==> src/sv/cdgm_pkg.sv <==
// ----------------------------------------------------------------------------
// cdgm_pkg
// Shared types, constants and arithmetic helpers of the gradient magnitude block.
// ----------------------------------------------------------------------------
`timescale 1ns / 1ps

package cdgm_pkg;

    // defaults for the top level parameters
    localparam int MAX_WIDTH_DEF   = 1024;
    localparam int MAX_HEIGHT_DEF  = 1024;
    localparam int QUEUE_DEPTH_DEF = 4;

    // fixed field widths
    localparam int CFG_W     = 11;
    localparam int CFG_IDX_W = 1;
    localparam int PIX_W     = 8;
    localparam int COL_W     = 10;
    localparam int ROW_W     = 10;

    // line store banks
    localparam int NUM_BANKS = 3;
    localparam int BANK_W    = 2;

    // result kinds a single pixel can cause
    localparam int JOB_KINDS = 4;

    // square root datapath
    localparam int ENERGY_W    = 17;
    localparam int REM_W       = 16;
    localparam int ROOT_STEPS  = 4;
    localparam int ROOT_HI_TOP = 14;
    localparam int ROOT_LO_TOP = 6;

    // gray = floor(sum / 3) as (sum * 683) >> 11, exact for sums up to 765
    localparam int GRAY_RECIP = 683;
    localparam int GRAY_SHIFT = 11;
    localparam int SUM_W      = 10;
    localparam int PROD_W     = 20;

    localparam logic [CFG_W-1:0] DIM_RESET = 11'd1024;

    // register indexes
    localparam logic [CFG_IDX_W-1:0] REG_IMAGE_WIDTH  = 1'b0;
    localparam logic [CFG_IDX_W-1:0] REG_IMAGE_HEIGHT = 1'b1;

    typedef enum logic {
        F_IDLE,
        F_EMIT
    } front_state_t;

    typedef struct packed {
        logic [CFG_W-1:0] width;
        logic [CFG_W-1:0] height;
        logic             restart;
    } cfg_t;

    typedef struct packed {
        logic [PIX_W-1:0] left;
        logic [PIX_W-1:0] right;
        logic [PIX_W-1:0] up;
        logic [PIX_W-1:0] down;
        logic [COL_W-1:0] column;
        logic [ROW_W-1:0] row;
        logic             run_last;
        logic             frame_done;
    } job_t;

    typedef struct packed {
        logic [REM_W-1:0] rem;
        logic [REM_W-1:0] acc;
    } root_t;

    function automatic logic [PIX_W-1:0] gray_of(input logic [PIX_W-1:0] r,
                                                 input logic [PIX_W-1:0] g,
                                                 input logic [PIX_W-1:0] b);
        logic [SUM_W-1:0]  sum;
        logic [PROD_W-1:0] prod;
        sum  = SUM_W'(r) + SUM_W'(g) + SUM_W'(b);
        prod = PROD_W'(sum) * PROD_W'(GRAY_RECIP);
        return prod[GRAY_SHIFT +: PIX_W];
    endfunction

    // four digits of the bitwise floor square root, upper or lower half
    function automatic root_t root_steps(input logic [REM_W-1:0] rem,
                                         input logic [REM_W-1:0] acc,
                                         input logic             lo_half);
        logic [REM_W-1:0] r;
        logic [REM_W-1:0] a;
        logic [REM_W-1:0] b;
        logic [REM_W-1:0] t;
        int               sh;
        root_t            o;
        r = rem;
        a = acc;
        for (int k = 0; k < ROOT_STEPS; k++) begin
            sh = lo_half ? (ROOT_LO_TOP - 2 * k) : (ROOT_HI_TOP - 2 * k);
            b  = REM_W'(1) << sh;
            t  = a + b;
            if (r >= t) begin
                r = r - t;
                a = (a >> 1) + b;
            end else begin
                a = a >> 1;
            end
        end
        o.rem = r;
        o.acc = a;
        return o;
    endfunction

endpackage

==> src/sv/cdgm_fifo.sv <==
// ----------------------------------------------------------------------------
// cdgm_fifo
// Short job queue between the pixel front end and the magnitude back end.
// ----------------------------------------------------------------------------
`timescale 1ns / 1ps

module cdgm_fifo #(
    parameter int DEPTH = cdgm_pkg::QUEUE_DEPTH_DEF
) (
    input  logic            aclk,
    input  logic            aresetn,
    input  logic            push,
    input  cdgm_pkg::job_t  din,
    output logic            full,
    input  logic            pop,
    output cdgm_pkg::job_t  dout,
    output logic            empty
);

    localparam int PW   = (DEPTH > 1) ? $clog2(DEPTH) : 1;
    localparam int CNTW = $clog2(DEPTH + 1);

    cdgm_pkg::job_t  store [DEPTH];
    logic [PW-1:0]   wr_ptr_reg, wr_ptr_next;
    logic [PW-1:0]   rd_ptr_reg, rd_ptr_next;
    logic [CNTW-1:0] count_reg, count_next;

    assign full  = (count_reg == CNTW'(DEPTH));
    assign empty = (count_reg == '0);
    assign dout  = store[rd_ptr_reg];

    always_comb begin
        wr_ptr_next = wr_ptr_reg;
        rd_ptr_next = rd_ptr_reg;
        count_next  = count_reg;
        if (push) begin
            wr_ptr_next = (wr_ptr_reg == PW'(DEPTH - 1)) ? '0 : wr_ptr_reg + PW'(1);
        end
        if (pop) begin
            rd_ptr_next = (rd_ptr_reg == PW'(DEPTH - 1)) ? '0 : rd_ptr_reg + PW'(1);
        end
        if (push && !pop) begin
            count_next = count_reg + CNTW'(1);
        end else if (pop && !push) begin
            count_next = count_reg - CNTW'(1);
        end
    end

    always_ff @(posedge aclk) begin
        if (!aresetn) begin
            wr_ptr_reg <= '0;
            rd_ptr_reg <= '0;
            count_reg  <= '0;
        end else begin
            wr_ptr_reg <= wr_ptr_next;
            rd_ptr_reg <= rd_ptr_next;
            count_reg  <= count_next;
        end
    end

    always_ff @(posedge aclk) begin
        if (push) begin
            store[wr_ptr_reg] <= din;
        end
    end

`ifndef NO_ASSERTIONS
    a_no_overflow: assert property (@(posedge aclk) disable iff (!aresetn)
        !(push && full))
        else $error("job pushed into a full queue");

    a_no_underflow: assert property (@(posedge aclk) disable iff (!aresetn)
        !(pop && empty))
        else $error("job popped from an empty queue");

    a_fill_tracks: assert property (@(posedge aclk) disable iff (!aresetn)
        (push && !pop) |=> (count_reg == CNTW'($past(count_reg) + CNTW'(1))))
        else $error("queue fill level lost a pushed job");
`endif

endmodule

==> config.mk <==
export PLATFORM = sky130hd
export DESIGN_NAME = cdgm_fifo
export DESIGN_NICKNAME = d
export VERILOG_FILES = /design/src/sv/cdgm_pkg.sv /design/src/sv/cdgm_fifo.sv
export SDC_FILE = /design/constraint.sdc
export NUM_CORES = 1
export LEC_CHECK = 0
export ABC_AREA = 0
export BUFFER_PORTS_ARGS = -buffer_cell sky130_fd_sc_hd__buf_2
export CAP_MARGIN = 10
export CORE_ASPECT_RATIO = 1.2
export CORE_MARGIN = 2
export CORE_UTILIZATION = 30
export CTS_CLUSTER_SIZE = 16
export DETAILED_ROUTE_END_ITERATION = 12
export PLACE_DENSITY = 0.51
export SYNTH_ARGS = -nofsm -noshare
export SYNTH_HDL_FRONTEND = slang
export SYNTH_SLANG_ARGS = --single-unit
==> constraint.sdc <==
create_clock -name aclk -period 3.23 [get_ports aclk]
set_input_delay 0.4845 -clock aclk [delete_from_list [all_inputs] [get_ports aclk]]
set_output_delay 0.4845 -clock aclk [all_outputs]
set_load 0.03 [all_outputs]
# Word-level counts from Yosys, hierarchy flattened
# Memory sizes are Yosys's and may differ from the RTL's. A register that Yosys moved wholly into a read port is not among the register bits.
# Index checks and enable logic that the tools add are counted.
# classes
n_addsub,4
mul,0
div_mod_pow,0
magnitude_cmp,0
n_eq_ne,3
shift,0
muxes,8
bitwise,0
reduce_logical,6
# op_table
op,n
2-to-1 mux 2 bit,4
2-to-1 mux 3 bit,2
"adder 2 x 1 -> 2 bit, second input constant",2
"equality test 2 bit, second input constant",2
"adder 3 x 1 -> 3 bit, second input constant",1
"equality test 3 bit, second input constant",1
zero test 3 bit,1
"subtractor 3 x 1 -> 3 bit, second input constant",1
logical AND 1 bit,2
zero test 1 bit,2
2-to-1 mux 1 bit,2
nonzero test 2 bit,1
# word_totals
regBits,7
latch_bits,0
ram_bits,216
rom_bits,0
inputBits,58
wordCells,25
memories,1
# mem_list
memory,words,width,read_ports,rd_ports_with_merged_regs,write_ports,line,source
store,4,54,1,1,1,cdgm_fifo.sv:23,cdgm_pkg::job_t store [DEPTH];

# Longest topological paths before layout
# depth
depth_word,4
mapped_depth,7
ltp_nobuf,7

# Worst setup path after synthesis
# Ideal clock, no wire load.
# synth_timing
path_kind,flip-flop to flip-flop
startpoint,reg wr_ptr_reg[0]
endpoint,mem store[3][0] in the netlist's numbering (enable)
setup_time_ns,0.417
arrival_ns,1.831
slack_ns,0.982
stages_incl_launch_ff,3
n_path_buf,0
synth_period_minus_slack_ns,2.248
path_cell_list,dfxtp_1 > ha_1 > and2_1
# synth_lines
item,line,source
from (decl),cdgm_fifo.sv:24,"logic [PW-1:0] wr_ptr_reg, wr_ptr_next;"
from (signal assigned),cdgm_fifo.sv:55,wr_ptr_reg <= wr_ptr_next;
to (decl),cdgm_fifo.sv:23,
# Straight into the memory's write port.

==> results.py <==
metrics = {
    "run_status": {
        "run_status": "finished clean",
    },
    "final_layout": {
        "layout.area.seq_mm2": 0.00667,
        "num-nets-final": 520,
        "final.fill_count": 2461,
        "fin_area_mm2": 0.0100,
        "antenna_cells": 0,
        "multi_input_area_mm2": 0.00150,
        "flow.area_growth_from_synthesis_pct": 20.6,
        "largest_reg_flops": 216,
        "post_route_cells_drive_above_1_share_pct": 43.4,
    },
    "critical_path": {
        "worstSetupStartpointType": "register",
        "delay_of_the_slowest_cell_on_the_worst_path_ns": 0.60,
        "worstReg2RegStart": "wr_ptr_reg[0]$_SDFFE_PN0P_",
        "crit_type": "register to output pin",
        "ff2ff_setup_slack_ns": 1.45,
        "critical_path_peak_fanout": 19,
        "worst-endpoint-required_ns": 2.75,
        "timing.critical_path.arrival_ns": 2.27,
        "path_cells": "buf_4, mux4_2, buf_2",
        "critPathSlowestCell": "sky130_fd_sc_hd__dfxtp_4",
        "timing.critical_path.to_type": "output pin",
    },
    "global_route": {
        "grt_start_max_net_pins": 55,
        "antenna_violations_before_repair": 3,
        "globalRouteTotalUtil_pct": 10.9,
        "grt_first_pass_wirelength_mm": 24.0,
        "via_count_of_the_first_global_routing_pass": 4157,
        "grt_overflow": 0,
    },
    "logic_synthesis": {
        "post_synth_most_frequent_cells": "sky130_fd_sc_hd__edfxtp_1, sky130_fd_sc_hd__mux4_2, sky130_fd_sc_hd__dfxtp_1",
        "synth.net_count": 391,
        "netlist-cell-type-count": 23,
        "synth.yosys.warnings": 0,
        "syn_area_per_cell_um2": 25.5,
        "synth.top_cells.by_area": "sky130_fd_sc_hd__edfxtp_1, sky130_fd_sc_hd__mux4_2, sky130_fd_sc_hd__dfxtp_1",
        "ys_dominant_reg_cell": "sky130_fd_sc_hd__edfxtp_1",
        "asyncSetResetFlopFracSynth_pct": 0,
        "cell_with_the_most_instances_after_synthesis": "sky130_fd_sc_hd__edfxtp_1",
        "number_of_synthesized_flops_with_an_enable_pin": 216,
        "seq_area_frac_synth_pct": 80.2,
        "postSynthRegisterBits": 225,
        "synthCells": 326,
        "synth.largest_area_cell": "sky130_fd_sc_hd__edfxtp_1",
        "netlist_area_mm2": 0.00832,
        "post-synth-top-area-fraction_pct": 78.0,
    },
    "drt": {
        "detail_route.vias_per_cell": 4.60,
        "route.antenna.remaining_nets": 0,
        "drt_drc_violations_left": 0,
        "routed_wirelength_mm": 15.8,
        "post_drt_wl_per_cell_um": 19.4,
        "routed-via-count": 3737,
        "initialDrtViolationCount": 116,
        "drt_first_pass_iters": 4,
    },
    "sta": {
        "hold_viol_final": 0,
        "maxClockFrequency_mhz": 364,
        "fin_crit_ns": 2.75,
        "timing.hold.ws_ns": 0.178,
        "maxSlewHeadroom_pct": 38.7,
        "totalNegativeSetupSlack_ns": 0,
        "final_min_period_over_clock_period_pct": 85.2,
        "timing.final.setup_violations": 0,
        "rsz0062_at_grt": "no",
        "worst_clock_skew_ns": 0.0171,
        "slew_violations": 0,
        "slew_of_the_pin_with_the_lowest_slew_margin_ns": 0.920,
    },
    "power_and_ir_drop": {
        "p_per_area_mw_per_mm2": 686,
        "worst_ir_drop_vdd_v": 0.000375,
        "power.switching_mw": 1.56,
        "static-leakage-power_nw": 3.36,
        "pwr-share-comb_pct": 9.6,
        "power.clock.fraction_pct": 40.9,
        "power_frac_seq_pct": 49.5,
        "swShare_pct": 22.7,
        "internal_power_mw": 5.32,
    },
    "clock_tree": {
        "maximum_buffer_depth_of_the_clock_tree": 3,
        "clock_root_buffer": "sky130_fd_sc_hd__clkbuf_16",
        "cts_tree": "done",
        "insertion_delay_ns": 0.51,
        "clkSlewWorstSetupHoldPaths_ns": 0.06,
        "cts-buffers-inserted": 24,
        "setup_buffers_after_cts": 0,
        "clock_sinks": 225,
        "cts_resized": 0,
        "post_cts_hold_buffer_count": 0,
        "htreeDepth": 1,
    },
    "die": {
        "core_area_mm2": 0.0272,
        "die_ar_mm2": 0.0291,
        "io-pin-count": 114,
        "die_height_um": 186,
        "initial_utilization_pct": 30.6,
        "floorplan.rows": 66,
        "die_width_um": 156,
    },
    "place": {
        "hpwlAfterDp_mm": 8.72,
        "io_buffers": 113,
        "gp_routability_congestion": 0.688,
        "post_dp_cell_area_mm2": 0.00921,
    },
    "hold_path": {
        "worst_hold_path_type": "input port to register",
        "min_from": "din[37]",
    },
    "job": {
        "timing.max_cap.violations": 0,
    },
}
[logic make-up after synthesis]
kind of cell | count (synthesis) | synth area share [%]
simple gates | 15 | 1.08
mux | 58 | 15.3
xor+xnor | 2 | 0.211
flops | 225 | 80.2
fa+ha+maj | 7 | 1.14
buf+inv | 16 | 1.88
compound gates | 3 | 0.241
[critical path, delay by kind of cell, from the launching register on]
| kind | cells | cell delay, ns |
|---|---|---|
| muxes | 1 | 0.55 |
| DFF | 1 | 0.60 |
| buffers and inverters | 2 | 0.58 |
[layer usage]
layer / share of wire (%) / GRT usage (%) / vias to the layer above / wire (µm)
met2: 51 / 18.7 / 97 / 8110
met5: 0.23 / 0 / - / 36
met3: 7.0 / 3.53 / 29 / 1100
li1: - / - / 1639 / -
met4: 1.7 / 2.96 / 6 / 275
met1: 40 / 13.0 / 1966 / 6260
[final timing paths]
check,endpoint,cells past startpoint
worst max-delay path,dout[35],3
worst min register to register,register,2
worst min-delay path,store[1][37]$_DFFE_PP_,1
worst max register to register,store[3][18]$_DFFE_PP_,2
[layout make-up]
class,instances,share of cell area [%]
Clock buffer,28,6.35
Clock inverter,15,1.83
Inverter,4,0.150
Multi-Input combinational cell,85,15.0
Sequential cell,225,66.5
Tap cell,340,4.24
Timing Repair Buffer,115,5.91
[power by group through the flow]
stage	clock network, mW	registers, mW	logic [mW]
floorplan	0	3.43	0.494
global placement	0	3.47	0.664
detailed placement	0	3.48	0.676
CTS	2.91	3.42	0.678
global route	3.03	3.42	0.710
finish	2.81	3.41	0.659
[stage by stage]
stage / util (%) / power [mW] / setup WS [ns] / std cells
finish: 36.9 / 6.88 / 0.479 / 812
floorplan: - / 3.93 / 0.982 / 326
global placement: 33.9 / 4.13 / 0.913 / 769
detailed placement: 33.9 / 4.15 / 0.911 / 769
CTS: 36.9 / 7.00 / 0.353 / 812
global route: 36.9 / 7.16 / 0.295 / 812
[placed cells by master (no fill, tap or decap)]
master / instances
sky130_fd_sc_hd__nor2_1: 1
sky130_fd_sc_hd__a21boi_0: 1
sky130_fd_sc_hd__ha_1: 6
sky130_fd_sc_hd__buf_4: 1
sky130_fd_sc_hd__inv_1: 4
sky130_fd_sc_hd__dfxtp_1: 7
sky130_fd_sc_hd__and2_4: 4
sky130_fd_sc_hd__o21ai_0: 1
sky130_fd_sc_hd__mux4_2: 50
sky130_fd_sc_hd__or3_1: 1
sky130_fd_sc_hd__clkinv_1: 6
sky130_fd_sc_hd__xor2_1: 1
sky130_fd_sc_hd__bufinv_16: 4
sky130_fd_sc_hd__clkinv_8: 1
sky130_fd_sc_hd__fa_1: 1
sky130_fd_sc_hd__buf_2: 113
sky130_fd_sc_hd__and2_1: 1
sky130_fd_sc_hd__edfxtp_1: 216
sky130_fd_sc_hd__o21a_1: 1
sky130_fd_sc_hd__clkbuf_16: 25
sky130_fd_sc_hd__clkinvlp_4: 2
sky130_fd_sc_hd__nor3b_1: 1
sky130_fd_sc_hd__nor3_1: 2
sky130_fd_sc_hd__mux2i_1: 4
sky130_fd_sc_hd__mux4_1: 4
sky130_fd_sc_hd__nor2b_1: 5
sky130_fd_sc_hd__dfxtp_4: 2
sky130_fd_sc_hd__xnor2_1: 1
sky130_fd_sc_hd__clkbuf_1: 3
sky130_fd_sc_hd__clkinv_2: 2
sky130_fd_sc_hd__buf_12: 1
Power figures use the tool's default switching activity.
