[src/sv/cdgm_pkg.sv]
// ----------------------------------------------------------------------------
// cdgm_pkg
// Shared types, constants and arithmetic helpers of the gradient magnitude block.
// ----------------------------------------------------------------------------
`timescale 1ns / 1ps

package cdgm_pkg;

    // defaults for the top level parameters
    localparam int MAX_WIDTH_DEF   = 1024;
    localparam int MAX_HEIGHT_DEF  = 1024;
    localparam int QUEUE_DEPTH_DEF = 4;

    // fixed field widths
    localparam int CFG_W     = 11;
    localparam int CFG_IDX_W = 1;
    localparam int PIX_W     = 8;
    localparam int COL_W     = 10;
    localparam int ROW_W     = 10;

    // line store banks
    localparam int NUM_BANKS = 3;
    localparam int BANK_W    = 2;

    // result kinds a single pixel can cause
    localparam int JOB_KINDS = 4;

    // square root datapath
    localparam int ENERGY_W    = 17;
    localparam int REM_W       = 16;
    localparam int ROOT_STEPS  = 4;
    localparam int ROOT_HI_TOP = 14;
    localparam int ROOT_LO_TOP = 6;

    // gray = floor(sum / 3) as (sum * 683) >> 11, exact for sums up to 765
    localparam int GRAY_RECIP = 683;
    localparam int GRAY_SHIFT = 11;
    localparam int SUM_W      = 10;
    localparam int PROD_W     = 20;

    localparam logic [CFG_W-1:0] DIM_RESET = 11'd1024;

    // register indexes
    localparam logic [CFG_IDX_W-1:0] REG_IMAGE_WIDTH  = 1'b0;
    localparam logic [CFG_IDX_W-1:0] REG_IMAGE_HEIGHT = 1'b1;

    typedef enum logic {
        F_IDLE,
        F_EMIT
    } front_state_t;

    typedef struct packed {
        logic [CFG_W-1:0] width;
        logic [CFG_W-1:0] height;
        logic             restart;
    } cfg_t;

    typedef struct packed {
        logic [PIX_W-1:0] left;
        logic [PIX_W-1:0] right;
        logic [PIX_W-1:0] up;
        logic [PIX_W-1:0] down;
        logic [COL_W-1:0] column;
        logic [ROW_W-1:0] row;
        logic             run_last;
        logic             frame_done;
    } job_t;

    typedef struct packed {
        logic [REM_W-1:0] rem;
        logic [REM_W-1:0] acc;
    } root_t;

    function automatic logic [PIX_W-1:0] gray_of(input logic [PIX_W-1:0] r,
                                                 input logic [PIX_W-1:0] g,
                                                 input logic [PIX_W-1:0] b);
        logic [SUM_W-1:0]  sum;
        logic [PROD_W-1:0] prod;
        sum  = SUM_W'(r) + SUM_W'(g) + SUM_W'(b);
        prod = PROD_W'(sum) * PROD_W'(GRAY_RECIP);
        return prod[GRAY_SHIFT +: PIX_W];
    endfunction

    // four digits of the bitwise floor square root, upper or lower half
    function automatic root_t root_steps(input logic [REM_W-1:0] rem,
                                         input logic [REM_W-1:0] acc,
                                         input logic             lo_half);
        logic [REM_W-1:0] r;
        logic [REM_W-1:0] a;
        logic [REM_W-1:0] b;
        logic [REM_W-1:0] t;
        int               sh;
        root_t            o;
        r = rem;
        a = acc;
        for (int k = 0; k < ROOT_STEPS; k++) begin
            sh = lo_half ? (ROOT_LO_TOP - 2 * k) : (ROOT_HI_TOP - 2 * k);
            b  = REM_W'(1) << sh;
            t  = a + b;
            if (r >= t) begin
                r = r - t;
                a = (a >> 1) + b;
            end else begin
                a = a >> 1;
            end
        end
        o.rem = r;
        o.acc = a;
        return o;
    endfunction

endpackage

[src/sv/cdgm_back.sv]
// ----------------------------------------------------------------------------
// cdgm_back
// Gradient energy, split floor square root and the result output register.
// ----------------------------------------------------------------------------
`timescale 1ns / 1ps

module cdgm_back (
    input  logic            aclk,
    input  logic            aresetn,
    input  logic            job_avail,
    input  cdgm_pkg::job_t  job,
    output logic            job_pop,
    output logic            m_axis_tvalid,
    input  logic            m_axis_tready,
    output logic [31:0]     m_axis_tdata,
    output logic            m_axis_tlast,
    output logic [0:0]      m_axis_tuser
);

    localparam int EW = cdgm_pkg::ENERGY_W;
    localparam int RM = cdgm_pkg::REM_W;
    localparam int PW = cdgm_pkg::PIX_W;
    localparam int CL = cdgm_pkg::COL_W;
    localparam int RL = cdgm_pkg::ROW_W;

    logic signed [PW:0]     dh;
    logic signed [PW:0]     dv;
    logic signed [2*PW+1:0] hh;
    logic signed [2*PW+1:0] vv;
    logic [EW-1:0]          energy;
    cdgm_pkg::root_t        half;
    cdgm_pkg::root_t        whole;
    logic                   out_adv;
    logic                   s2_adv;
    logic                   s1_adv;

    // energy stage
    logic          s1_valid_reg;
    logic [EW-1:0] s1_energy_reg;
    logic [CL-1:0] s1_col_reg;
    logic [RL-1:0] s1_row_reg;
    logic          s1_last_reg;
    logic          s1_done_reg;

    // upper root digits stage
    logic          s2_valid_reg;
    logic [RM-1:0] s2_rem_reg;
    logic [RM-1:0] s2_acc_reg;
    logic          s2_sat_reg;
    logic [CL-1:0] s2_col_reg;
    logic [RL-1:0] s2_row_reg;
    logic          s2_last_reg;
    logic          s2_done_reg;

    // output register
    logic          m_valid_reg;
    logic [PW-1:0] m_mag_reg;
    logic [CL-1:0] m_col_reg;
    logic [RL-1:0] m_row_reg;
    logic          m_last_reg;
    logic          m_done_reg;

    assign out_adv = !m_valid_reg || m_axis_tready;
    assign s2_adv  = !s2_valid_reg || out_adv;
    assign s1_adv  = !s1_valid_reg || s2_adv;
    assign job_pop = job_avail && s1_adv;

    assign dh     = $signed({1'b0, job.left}) - $signed({1'b0, job.right});
    assign dv     = $signed({1'b0, job.up}) - $signed({1'b0, job.down});
    assign hh     = dh * dh;
    assign vv     = dv * dv;
    assign energy = {1'b0, hh[RM-1:0]} + {1'b0, vv[RM-1:0]};

    assign half  = cdgm_pkg::root_steps(s1_energy_reg[RM-1:0], '0, 1'b0);
    assign whole = cdgm_pkg::root_steps(s2_rem_reg, s2_acc_reg, 1'b1);

    always_ff @(posedge aclk) begin
        if (!aresetn) begin
            s1_valid_reg <= 1'b0;
            s2_valid_reg <= 1'b0;
            m_valid_reg  <= 1'b0;
        end else begin
            if (s1_adv) begin
                s1_valid_reg <= job_pop;
            end
            if (s2_adv) begin
                s2_valid_reg <= s1_valid_reg;
            end
            if (out_adv) begin
                m_valid_reg <= s2_valid_reg;
            end
        end
    end

    always_ff @(posedge aclk) begin
        if (job_pop) begin
            s1_energy_reg <= energy;
            s1_col_reg    <= job.column;
            s1_row_reg    <= job.row;
            s1_last_reg   <= job.run_last;
            s1_done_reg   <= job.frame_done;
        end
        if (s2_adv && s1_valid_reg) begin
            s2_rem_reg  <= half.rem;
            s2_acc_reg  <= half.acc;
            // root of 65536 or more saturates
            s2_sat_reg  <= s1_energy_reg[EW-1];
            s2_col_reg  <= s1_col_reg;
            s2_row_reg  <= s1_row_reg;
            s2_last_reg <= s1_last_reg;
            s2_done_reg <= s1_done_reg;
        end
        if (out_adv && s2_valid_reg) begin
            m_mag_reg  <= s2_sat_reg ? {PW{1'b1}} : whole.acc[PW-1:0];
            m_col_reg  <= s2_col_reg;
            m_row_reg  <= s2_row_reg;
            m_last_reg <= s2_last_reg;
            m_done_reg <= s2_done_reg;
        end
    end

    assign m_axis_tvalid = m_valid_reg;
    assign m_axis_tdata  = {4'b0, m_row_reg, m_col_reg, m_mag_reg};
    assign m_axis_tlast  = m_last_reg;
    assign m_axis_tuser  = m_done_reg;

endmodule

[config.mk]
export PLATFORM = sky130hd
export DESIGN_NAME = cdgm_back
export DESIGN_NICKNAME = d
export VERILOG_FILES = /design/src/sv/cdgm_pkg.sv /design/src/sv/cdgm_back.sv
export SDC_FILE = /design/constraint.sdc
export NUM_CORES = 1
export LEC_CHECK = 0
export BUFFER_PORTS_ARGS = -buffer_cell sky130_fd_sc_hd__buf_2
export CORE_MARGIN = 2
export CORE_UTILIZATION = 62
export CTS_CLUSTER_SIZE = 25
export DETAILED_ROUTE_END_ITERATION = 8
export GPL_TIMING_DRIVEN = 0
export PLACE_DENSITY = 0.89
export SLEW_MARGIN = 0
export SYNTH_ARGS = -nofsm -noshare
export SYNTH_HDL_FRONTEND = slang
export SYNTH_SLANG_ARGS = --single-unit
[constraint.sdc]
create_clock -name aclk -period 11.7 [get_ports aclk]
set_input_delay 2.34 -clock aclk [delete_from_list [all_inputs] [get_ports aclk]]
set_output_delay 2.34 -clock aclk [all_outputs]
set_load 0.02 [all_outputs]
---- Yosys cells after proc, flatten, opt, wreduce, memory -nomap -nowiden ----
Cells that the tools add are included.
storage, ports and cells
  flip-flop bits (word level) ............. 127
  bits of input ports ..................... 58
  word-level logic and storage cells ...... 79
  output and inout port bits .............. 36
cells by class
  reductions and logical operators ........ 9
  multiplexer cells ....................... 15
  multipliers ............................. 2
  order comparisons ....................... 8
  add/sub/neg operators ................... 24
operators with widths
  kind                      number
  $mux W16                  12
  $ge A16 B16 Y1            7
  $sub A16 B16 Y16          6
  $mul A9 B9 Y16            2
  $mux W15                  2
  $sub A8 B8 Y9             2
  $add A16 B16 Y17          1
  $add A15 B11 Y16 const B  1
  $add A15 B13 Y16 const B  1
  $add A15 B3 Y16 const B   1
  $add A15 B5 Y16 const B   1
  $add A15 B7 Y16 const B   1
  $add A15 B9 Y16 const B   1
  $add A16 B1 Y16 const B   1
  $add A16 B11 Y16 const B  1
  $add A16 B13 Y16 const B  1
  $add A16 B3 Y16 const B   1
  $add A16 B5 Y16 const B   1
  $add A16 B7 Y16 const B   1
  $add A16 B9 Y16 const B   1
  $ge A16 B15 Y1 const B    1
  $sub A16 B15 Y16 const B  1
  $add A8 B1 Y8 const B     1
  $mux W8                   1
  other kinds (3)           9

---- Longest topological paths before layout ----
Gate-level depths: netlist (run 1).
  depth in word-level cells ............... 12
  depth in mapped cells ................... 39
  depth with buffers taken out ............ 36

---- Least setup slack after synthesis (run 1) ----
No wires, ideal clock.
  kind .................................... input port to flip-flop
  from .................................... in job[46] in the netlist's numbering
  to ...................................... reg s1_energy_reg[15], data pin
  stages on the path ...................... 31
  required time ........................... 11.442 ns
  library setup time ...................... 0.258 ns
  slack ................................... 2.518 ns
  path buffers ............................ 1
  arrival time ............................ 8.924 ns
  cell sequence ........................... inv_1 ha_1 inv_1 fa_1 a21o_1 a21oi_1 o21bai_1 a21oi_1 o21bai_1 a21o_1 clkbuf_1 inv_1 nand2_1 fa_1 fa_1 fa_1 fa_1 inv_1 fa_1 ha_1 inv_1 o21ai_0 and2_1 nor2_1 ha_1 inv_1 o21ai_0 a2111o_1 a31o_2 a21oi_1 xnor2_1
between the ends
  longest elaborated chain between the ends .. 3
ends and longest elaborated chain
  item                  line             RTL
  start, declared       cdgm_back.sv:11  input cdgm_pkg::job_t job,
  $sub A8 B8 Y9         cdgm_back.sv:68  assign dh = $signed({1'b0, job.left}) - $signed({1'b0, job.right});
  $mul A9 B9 Y16        cdgm_back.sv:70  assign hh = dh * dh;
  $add A16 B16 Y17      cdgm_back.sv:72  assign energy = {1'b0, hh[RM-1:0]} + {1'b0, vv[RM-1:0]};
  named net energy[15]  cdgm_back.sv:30  logic [EW-1:0] energy;
  end signal, assigned  cdgm_back.sv:97  s1_energy_reg <= energy;
  end, declared         cdgm_back.sv:39  logic [EW-1:0] s1_energy_reg;
The timed path passes the listed nets, and every way through them passes these cells.
A chain may end at the register's enable or synchronous reset.

---- Worst setup path in the final report (run 1) ----
  from .................................... in job[30] in the netlist's numbering
  to ...................................... reg s1_energy_reg[16], data pin
between the ends
  longest elaborated chain between the ends .. 3
ends and longest elaborated chain
  item                  line             RTL
  $sub A8 B8 Y9         cdgm_back.sv:69  assign dv = $signed({1'b0, job.up}) - $signed({1'b0, job.down});
  $mul A9 B9 Y16        cdgm_back.sv:71  assign vv = dv * dv;
  $add A16 B16 Y17      cdgm_back.sv:72
  named net energy[16]  cdgm_back.sv:30
The timed path passes the listed nets, and every way through them passes these cells.

==> flow_summary.json, run 1 <==
{
  "status": "finished clean",
  "slew_headroom_pct": 31.0,
  "antenna_found_initial": 0,
  "port_buffers": 89,
  "overflow": 0,
  "grt_pass1_wl_um": 43700,
  "dp_hpwl_um": 19600,
  "cts_tree": "yes",
  "holdWs_ns": 0.415,
  "period_needed_ns": 9.74,
  "synth_edf_count": 112,
  "synth_top_cell_area_share_pct": 28.7,
  "insertion_delay_ns": 0.42,
  "r2r-start": "s2_acc_reg[8]$_SDFFCE_PP0P_",
  "final_hold_viol_count": 0,
  "cts_root_buf": "clkbuf_16",
  "critPathBufInv": 6,
  "grt_use_total_pct": 27.8,
  "antenna_cells": 0,
  "r2r_slack_ns": 2.39,
  "ant_nets": 0,
  "dr.pass1.iters": 5,
  "layout-drive-gt1-share_pct": 13.4,
  "core_area_um2": 18600,
  "ys.flop_type": "edfxtp_1",
  "drt_iter0_markers": 685,
  "min_path_cells": 0,
  "post_drt_wl_per_cell_um": 17.7,
  "vias": 8750,
  "dieArea_um2": 20100,
  "cts_sinks": 115,
  "cp_common_cell": "fa_1",
  "critPathMaxFanout": 10,
  "crit_path_end_kind": "register",
  "regToRegEndpoint": "m_mag_reg[0]$_SDFFCE_PP1P_",
  "final_nets": 1560,
  "ys.warnings.count": 0,
  "post-route-drc-count": 0,
  "critPathLaunch": "job[30]",
  "routed_wl_um": 26600,
  "grt_max_degree": 32,
  "finalInstanceArea_um2": 13200,
  "grt_pass1_vias": 9196,
  "place_area_um2": 12600,
  "synth_seq_cells": 115,
  "cpPeakStageDelay_ns": 0.55,
  "worstPathRequired_ns": 11.83,
  "fmax_mhz": 103,
  "drv_cap": 0,
  "synth.distinct_cells": 76,
  "yosys-top-cells-count": "206 x inv_1, 139 x ha_1, 112 x edfxtp_1",
  "startpoint_type": "input port",
  "worstRegToRegCells": 36,
  "hold_class": "register to register",
  "initial_core_util_pct": 63.0,
  "synth_area_leaders": "edfxtp_1 29%, fa_1 18%, ha_1 15%",
  "cts_setup_buffers": 0,
  "path_delay_family": "adder cells",
  "hold_buffers": 0,
  "yosysTopAreaCell": "edfxtp_1",
  "finalSetupViolations": 0,
  "die_height_um": 142,
  "worstPathArrival_ns": 9.87,
  "largest_register_ffs": 17,
  "rows": 50,
  "ctsResizeCount": 0,
  "finalSetupTns_ns": 0,
  "period_share_pct": 83.3,
  "cts_inserted_buffers": 17,
  "synth.avg_cell_area_um2": 10.3,
  "skew_ns": 0.0121,
  "cts_max_level": 4,
  "die_w_um": 142,
  "worstMarginPinSlew_ns": 1.03,
  "postSynthCellCount": 1143,
  "clock_path_buffers": 2,
  "syn_area_um2": 11700,
  "clkTransAtPathRegs_ns": 0.05,
  "cp-endpoint": "s1_energy_reg[16]$_DFFE_PP_",
  "ios": 94,
  "fin_util_pct": 70.7,
  "drv_slew": 0,
  "cp_num_cells": 30,
  "ys_seq_area_share_pct": 29.2,
  "synth_most_common_cell": "inv_1",
  "syn_to_final_growth_pct": 12.2,
  "async_reset_ff_share_pct": 0,
  "path_class": "input port to register",
  "rsz0062_at_grt": "no",
  "gp_congestion": 0.937,
  "n_fill_cell": 1281,
  "vias_per_cell": 5.82,
  "cp_slowest_cell": "fa_1"
}
layer usage:
layer,track usage [%],vias up,wire (µm)
met5,0,-,0
met4,12.3,0,1140
met3,4.62,98,1480
met2,51.5,387,14200
met1,31.5,4225,9800
li1,-,4040,-
how the worst min path moves through the flow:
stage	start	to	slack (ns)
2_1_floorplan	s2_last_reg$_DFFE_PP_	m_axis_tlast$_DFFE_PP_	0.40
3_3_place_gp	s2_col_reg[5]$_DFFE_PP_	m_col_reg[5]$_DFFE_PP_	0.40
3_5_place_dp	s2_col_reg[5]$_DFFE_PP_	m_col_reg[5]$_DFFE_PP_	0.40
4_1_cts	s2_row_reg[7]$_DFFE_PP_	m_row_reg[7]$_DFFE_PP_	0.41
5_1_grt	s2_row_reg[7]$_DFFE_PP_	m_row_reg[7]$_DFFE_PP_	0.41
6_report	s1_col_reg[0]$_DFFE_PP_	s2_col_reg[0]$_DFFE_PP_	0.42
cells in the final DEF (no fill, tap or decap), types with 6 or more instances in the layout:
master | Yosys | routed
edfxtp_1 | 112 | 112
clkbuf_16 | 0 | 17
buf_4 | 6 | 6
a21o_1 | 18 | 18
nand2b_1 | 24 | 24
and2_1 | 6 | 6
ha_1 | 139 | 139
fa_1 | 107 | 107
nor2_1 | 91 | 91
nor3_1 | 12 | 12
a21oi_1 | 58 | 58
o21bai_1 | 15 | 15
buf_2 | 0 | 89
nor2b_1 | 9 | 7
nand3_1 | 10 | 10
or2_2 | 9 | 9
nand2_1 | 65 | 65
o21ai_0 | 24 | 24
xor2_1 | 22 | 22
mux2i_1 | 16 | 16
clkbuf_1 | 12 | 15
a211oi_1 | 6 | 6
o21a_1 | 7 | 7
xnor2_1 | 65 | 65
o21ai_1 | 7 | 7
a31oi_1 | 6 | 6
inv_1 | 206 | 206
area by class of cell:
class | instances | area (µm²) | area share (%)
buffer | 21 | 124 | 0.940
clock buffer | 20 | 437 | 3.31
clock inverter | 12 | 181 | 1.38
inverter | 208 | 786 | 5.97
multi-input combinational | 802 | 7440 | 56.5
sequential | 115 | 3420 | 26.0
tap | 234 | 293 | 2.22
timing repair buffer | 91 | 485 | 3.69
cell families (layout without fill, tap and decap cells):
kind of cell | Yosys count | after routing | synth area share [%]
AND/OR/NAND/NOR | 256 | 256 | 10.9
adder cells (fa/ha/maj) | 246 | 246 | 33.1
buffers and inverters | 229 | 352 | 7.75
AO/OA/AOI/OAI | 187 | 187 | 10.6
flip-flops | 115 | 115 | 29.2
XOR/XNOR | 88 | 88 | 6.63
multiplexers | 21 | 21 | 1.84
other | 1 | 4 | 0.0319
stage by stage:
step                      cells  setup WS, ns
final                      1503          1.96
after global routing       1503          1.57
after CTS                  1503          2.06
after detailed placement   1471          1.77
after global placement     1469          2.01
after floorplan            1146          2.52
Power of run 1 is left out: the tool's default activity adds up to more than one toggle a clock period on the data nets, which glitch-free logic cannot reach.
==> run 2, diff against run 1 <==
==> constraint.sdc (replaced) <==
create_clock -name aclk -period 10 [get_ports aclk]
set_input_delay 2 -clock aclk [delete_from_list [all_inputs] [get_ports aclk]]
set_output_delay 2 -clock aclk [all_outputs]
set_load 0.02 [all_outputs]
==> run 2 against run 1 <==
Compared with the run above: the flow now finishes with violations (DRC); setup slack lost 1.4 ns; cell count unchanged; register-to-register slack got worse by 1.6 ns; non-clock buffer count unchanged; routed wire length increased by 0.21%; design area barely moved; first-iteration DRC count grew 3.5%; global-route usage did not move; critical path type unchanged.
==> flow_summary.json, run 2 (synthesized netlist as in run 1, its figures left out) <==
{
  "grt_pass1_wl_um": 43700,
  "vias_per_cell": 5.83,
  "skew_ns": 0.0125,
  "dr.pass1.iters": 7,
  "largest_register_ffs": 17,
  "register_area_um2": 3420,
  "multi_input_area_um2": 7450,
  "path_class": "input port to register",
  "min_path_cells": 0,
  "final_hold_viol_count": 0,
  "worstPathArrival_ns": 9.55,
  "final_nets": 1560,
  "hold_class": "register to register",
  "finalSetupTns_ns": 0,
  "placed_cells": 1471,
  "n_fill_cell": 1280,
  "die_w_um": 142,
  "cts_sinks": 115,
  "cts_root_buf": "clkbuf_16",
  "status": "finished, violations left",
  "ios": 94,
  "vias": 8756,
  "period_share_pct": 94.2,
  "cpPeakStageDelay_ns": 0.55,
  "die_height_um": 142,
  "overflow": 0,
  "drt_iter0_markers": 709,
  "routed_wl_um": 26700,
  "antenna_cells": 0,
  "rows": 50,
  "gp_congestion": 0.937,
  "dp_hpwl_um": 19600,
  "violations": "DRC",
  "clkTransAtPathRegs_ns": 0.06,
  "final_common_cell": "inv_1",
  "cp_slowest_cell": "fa_1",
  "cts_max_level": 4,
  "post-route-drc-count": 1,
  "port_buffers": 89,
  "initial_core_util_pct": 63.0,
  "post_drt_wl_per_cell_um": 17.8,
  "drv_slew": 0,
  "crit_path_end_kind": "register",
  "ant_nets": 0,
  "startpoint_type": "input port",
  "grt_max_degree": 32,
  "cts_tree": "yes",
  "critPathMaxFanout": 10,
  "core_area_um2": 18600,
  "period_needed_ns": 9.42,
  "worst_slack_ns": 0.581,
  "worstRegToRegCells": 36,
  "finalNonFillerCells": 1503,
  "antenna_found_initial": 0,
  "worstMarginPinSlew_ns": 1.02,
  "cts_inserted_buffers": 17,
  "dieArea_um2": 20100,
  "grt_pass1_vias": 9196,
  "rsz0062_at_grt": "no",
  "fmax_mhz": 106,
  "syn_to_final_growth_pct": 12.2,
  "cp_common_cell": "fa_1",
  "finalSetupViolations": 0,
  "clock_path_buffers": 2,
  "worstPathRequired_ns": 10.13,
  "grt_use_total_pct": 27.8,
  "slew_headroom_pct": 31.2,
  "most-common-layout-cells": "206 x inv_1, 139 x ha_1, 112 x edfxtp_1, 107 x fa_1, 91 x nor2_1",
  "insertion_delay_ns": 0.42,
  "drv_cap": 0,
  "layout-drive-gt1-share_pct": 13.5,
  "place_ws_ns": 0.406
}
==> run 2: cell types whose count changed in the layout (fill, tap and decap cells not counted) <==
cell	previous run	this run
o21ai_1	7	6
o21ai_2	1	2
==> run 2: layout make-up <==
cell class / instances / share of cell area, %
multi-input combinational: 802 / 56.5
sequential: 115 / 26.0
inverter: 208 / 5.96
timing repair buffer: 91 / 3.68
clock buffer: 20 / 3.31
tap: 234 / 2.22
clock inverter: 12 / 1.38
buffer: 21 / 0.940
==> run 2: metrics by stage <==
stage	hold slack [ns]	cell area [µm²]	util [%]
6_report	0.416	13200	70.7
5_1_grt	0.414	13200	70.7
4_1_cts	0.409	13200	70.7
3_5_place_dp	0.405	12600	67.3
3_3_place_gp	0.400	12500	67.0
2_1_floorplan	0.400	11800	-
==> run 2: final timing paths <==
kind,from,to,slack [ns]
worst max register to register,s2_acc_reg[8]$_SDFFCE_PP0P_,m_mag_reg[0]$_SDFFCE_PP1P_,0.75
worst max-delay path,job[30],s1_energy_reg[16]$_DFFE_PP_,0.58
worst min register to register,s2_row_reg[7]$_DFFE_PP_,m_row_reg[7]$_DFFE_PP_,0.42
worst min-delay path,s2_row_reg[7]$_DFFE_PP_,m_row_reg[7]$_DFFE_PP_,0.42
==> run 2: layer usage <==
metal	wire length [µm]	track usage, %	vias to the layer above	part of all wire, %
met5	0	0	-	0
met4	1060	12.3	0	4.0
met3	1500	4.62	82	5.6
met2	14200	51.5	399	53
met1	9880	31.5	4239	37
li1	-	-	4036	-
==> run 2: repair_timing <==
item / 4_1_cts / 5_1_grt
setup endpoints to repair: 0 / 1
gates resized for setup: 0 / 1
hold buffers: 0 / 0
buffers inserted: 0 / 0
==> run 2: worst max-delay path: cells and delay by family <==
| family | cells | cell delay (ns) |
|---|---|---|
| xor+xnor | 1 | 0.24 |
| fa+ha+maj | 9 | 3.73 |
| compound gates | 12 | 2.57 |
| simple gates | 2 | 0.24 |
| buf+inv | 6 | 0.74 |
Power of run 2 is left out for the same reason.
==> run 3, diff against run 2 <==
--- a/config.mk
+++ b/config.mk
@@ -8,10 +8,11 @@
 export BUFFER_PORTS_ARGS = -buffer_cell sky130_fd_sc_hd__buf_2
 export CORE_MARGIN = 2
 export CORE_UTILIZATION = 62
+export CTS_BUF_LIST = sky130_fd_sc_hd__clkbuf_16
 export CTS_CLUSTER_SIZE = 25
 export DETAILED_ROUTE_END_ITERATION = 8
 export GPL_TIMING_DRIVEN = 0
-export PLACE_DENSITY = 0.89
+export PLACE_DENSITY = 0.82
 export SLEW_MARGIN = 0
 export SYNTH_ARGS = -nofsm -noshare
 export SYNTH_HDL_FRONTEND = slang
==> constraint.sdc (replaced) <==
create_clock -name aclk -period 10.68 [get_ports aclk]
set_input_delay 2.136 -clock aclk [delete_from_list [all_inputs] [get_ports aclk]]
set_output_delay 2.136 -clock aclk [all_outputs]
set_load 0.02 [all_outputs]
==> run 3 against run 2 <==
Compared with the run above: the run now ends clean; via count shrank 4.2%; cell count is essentially flat; sequential cell count is the same; routed wire length shrank 11%; die area is the same; critical endpoint unchanged; register-to-register slack gained 0.75 ns; sequential share of layout area grew 0.12 points; first-iteration DRC count shrank 47%; largest cell class unchanged; critical path depth grew 3.
==> flow_summary.json, run 3 (synthesized netlist as in run 1, its figures left out) <==
{
  "post_drt_wl_per_cell_um": 15.7,
  "cpPeakStageDelay_ns": 0.54,
  "dieArea_um2": 20100,
  "syn_to_final_growth_pct": 11.7,
  "busiest_layer": "met2",
  "cts_inserted_buffers": 17,
  "path_class": "input port to register",
  "grt_max_degree": 34,
  "ctsResizeCount": 0,
  "vias_per_cell": 5.58,
  "grt_pass1_vias": 8852,
  "hold_class": "register to register",
  "antenna_found_initial": 0,
  "worstPathArrival_ns": 9.58,
  "cts_max_level": 4,
  "cp_slowest_cell": "fa_1",
  "post-route-drc-count": 0,
  "drv_cap": 0,
  "ant_nets": 0,
  "cts_tree": "yes",
  "use_met3_pct": 3.85,
  "final_common_cell": "inv_1",
  "fmax_mhz": 105,
  "dp_hpwl_um": 19100,
  "slew_headroom_pct": 31.1,
  "finalSetupViolations": 0,
  "hold_buffers": 0,
  "worstMarginPinSlew_ns": 1.03,
  "crit_path_end_kind": "register",
  "port_buffers": 89,
  "period_share_pct": 88.9,
  "startpoint_type": "input port",
  "routed_wl_um": 23600,
  "dr.pass1.iters": 5,
  "cts_sinks": 115,
  "most-common-layout-cells": "209 x inv_1, 139 x ha_1, 112 x edfxtp_1, 107 x fa_1, 91 x nor2_1",
  "grt_pass1_wl_um": 40100,
  "period_needed_ns": 9.50,
  "rows": 50,
  "overflow": 0,
  "clkTransAtPathRegs_ns": 0.05,
  "insertion_delay_ns": 0.42,
  "clock_path_buffers": 2,
  "core_area_um2": 18600,
  "cts_setup_buffers": 0,
  "vias": 8391,
  "critPathMaxFanout": 10,
  "ios": 94,
  "worstPathRequired_ns": 10.76,
  "die_w_um": 142,
  "skew_ns": 0.0110,
  "place_ws_ns": 0.760,
  "holdWs_ns": 0.416,
  "grt_use_total_pct": 25.3,
  "status": "finished clean",
  "finalInstanceArea_um2": 13100,
  "finalSetupTns_ns": 0,
  "drv_slew": 0,
  "cts_root_buf": "clkbuf_16",
  "gr-usage-met1_pct": 28.8,
  "place_area_um2": 12600,
  "largest_register_ffs": 17,
  "drt_iter0_markers": 373,
  "gp_congestion": 0.997,
  "die_height_um": 142,
  "n_fill_cell": 1345,
  "cp_common_cell": "fa_1",
  "met2_usage_pct": 46.4,
  "multi_input_area_um2": 7440,
  "final_nets": 1561,
  "final_hold_viol_count": 0,
  "antenna_cells": 0,
  "rsz0062_at_grt": "no",
  "register_area_um2": 3420,
  "worst_slack_ns": 1.18,
  "initial_core_util_pct": 63.0,
  "layout-drive-gt1-share_pct": 13.3
}
## run 3: changes by cell type in the layout (fill, tap and decap cells not counted), sizes merged
| cell | before | now |
|---|---|---|
| inv | 209 | 213 |
| bufinv | 4 | 1 |
| clkinvlp | 4 | 1 |
| clkbuf | 32 | 29 |
| clkinv | 3 | 8 |
| buf | 100 | 101 |
## run 3: per-layer routing
metal | wire (µm) | part of all wire (%)
met1 | 9340 | 39
met2 | 12400 | 53
met3 | 869 | 3.7
met4 | 1030 | 4.3
met5 | 0 | 0
## run 3: worst paths after layout
| check | start | to | slack (ns) | cells past startpoint |
|---|---|---|---|---|
| min reg2reg | s1_row_reg[3]$_DFFE_PP_ | s2_row_reg[3]$_DFFE_PP_ | 0.42 | 0 |
| max reg2reg | s2_acc_reg[8]$_SDFFCE_PP0P_ | m_mag_reg[0]$_SDFFCE_PP1P_ | 1.50 | 33 |
| max | job[46] | s1_energy_reg[16]$_DFFE_PP_ | 1.18 | 33 |
| min | s1_row_reg[3]$_DFFE_PP_ | s2_row_reg[3]$_DFFE_PP_ | 0.42 | 0 |
## run 3: cell type report
class	instances	area share [%]
multi-input combinational	802	56.7
timing repair buffer	92	3.87
buffer	21	0.944
clock inverter	15	0.906
inverter	208	5.99
sequential	115	26.1
clock buffer	17	3.24
tap	234	2.23
## run 3: worst max-delay path, delay by kind of cell
family / cells / cell delay, ns
and+or+nand+nor: 3 / 0.41
adders and majority gates: 9 / 3.76
AOI/OAI and AO/OA: 13 / 2.27
buffers and inverters: 7 / 0.81
xor gates and xnor gates: 1 / 0.16
## run 3: per-stage QoR
stage / cells / util, %
5_1_grt: 1504 / 70.4
2_1_floorplan: 1146 / -
3_3_place_gp: 1469 / 67.0
3_5_place_dp: 1472 / 67.4
6_report: 1504 / 70.4
4_1_cts: 1504 / 70.4
Power of run 3 is left out for the same reason.
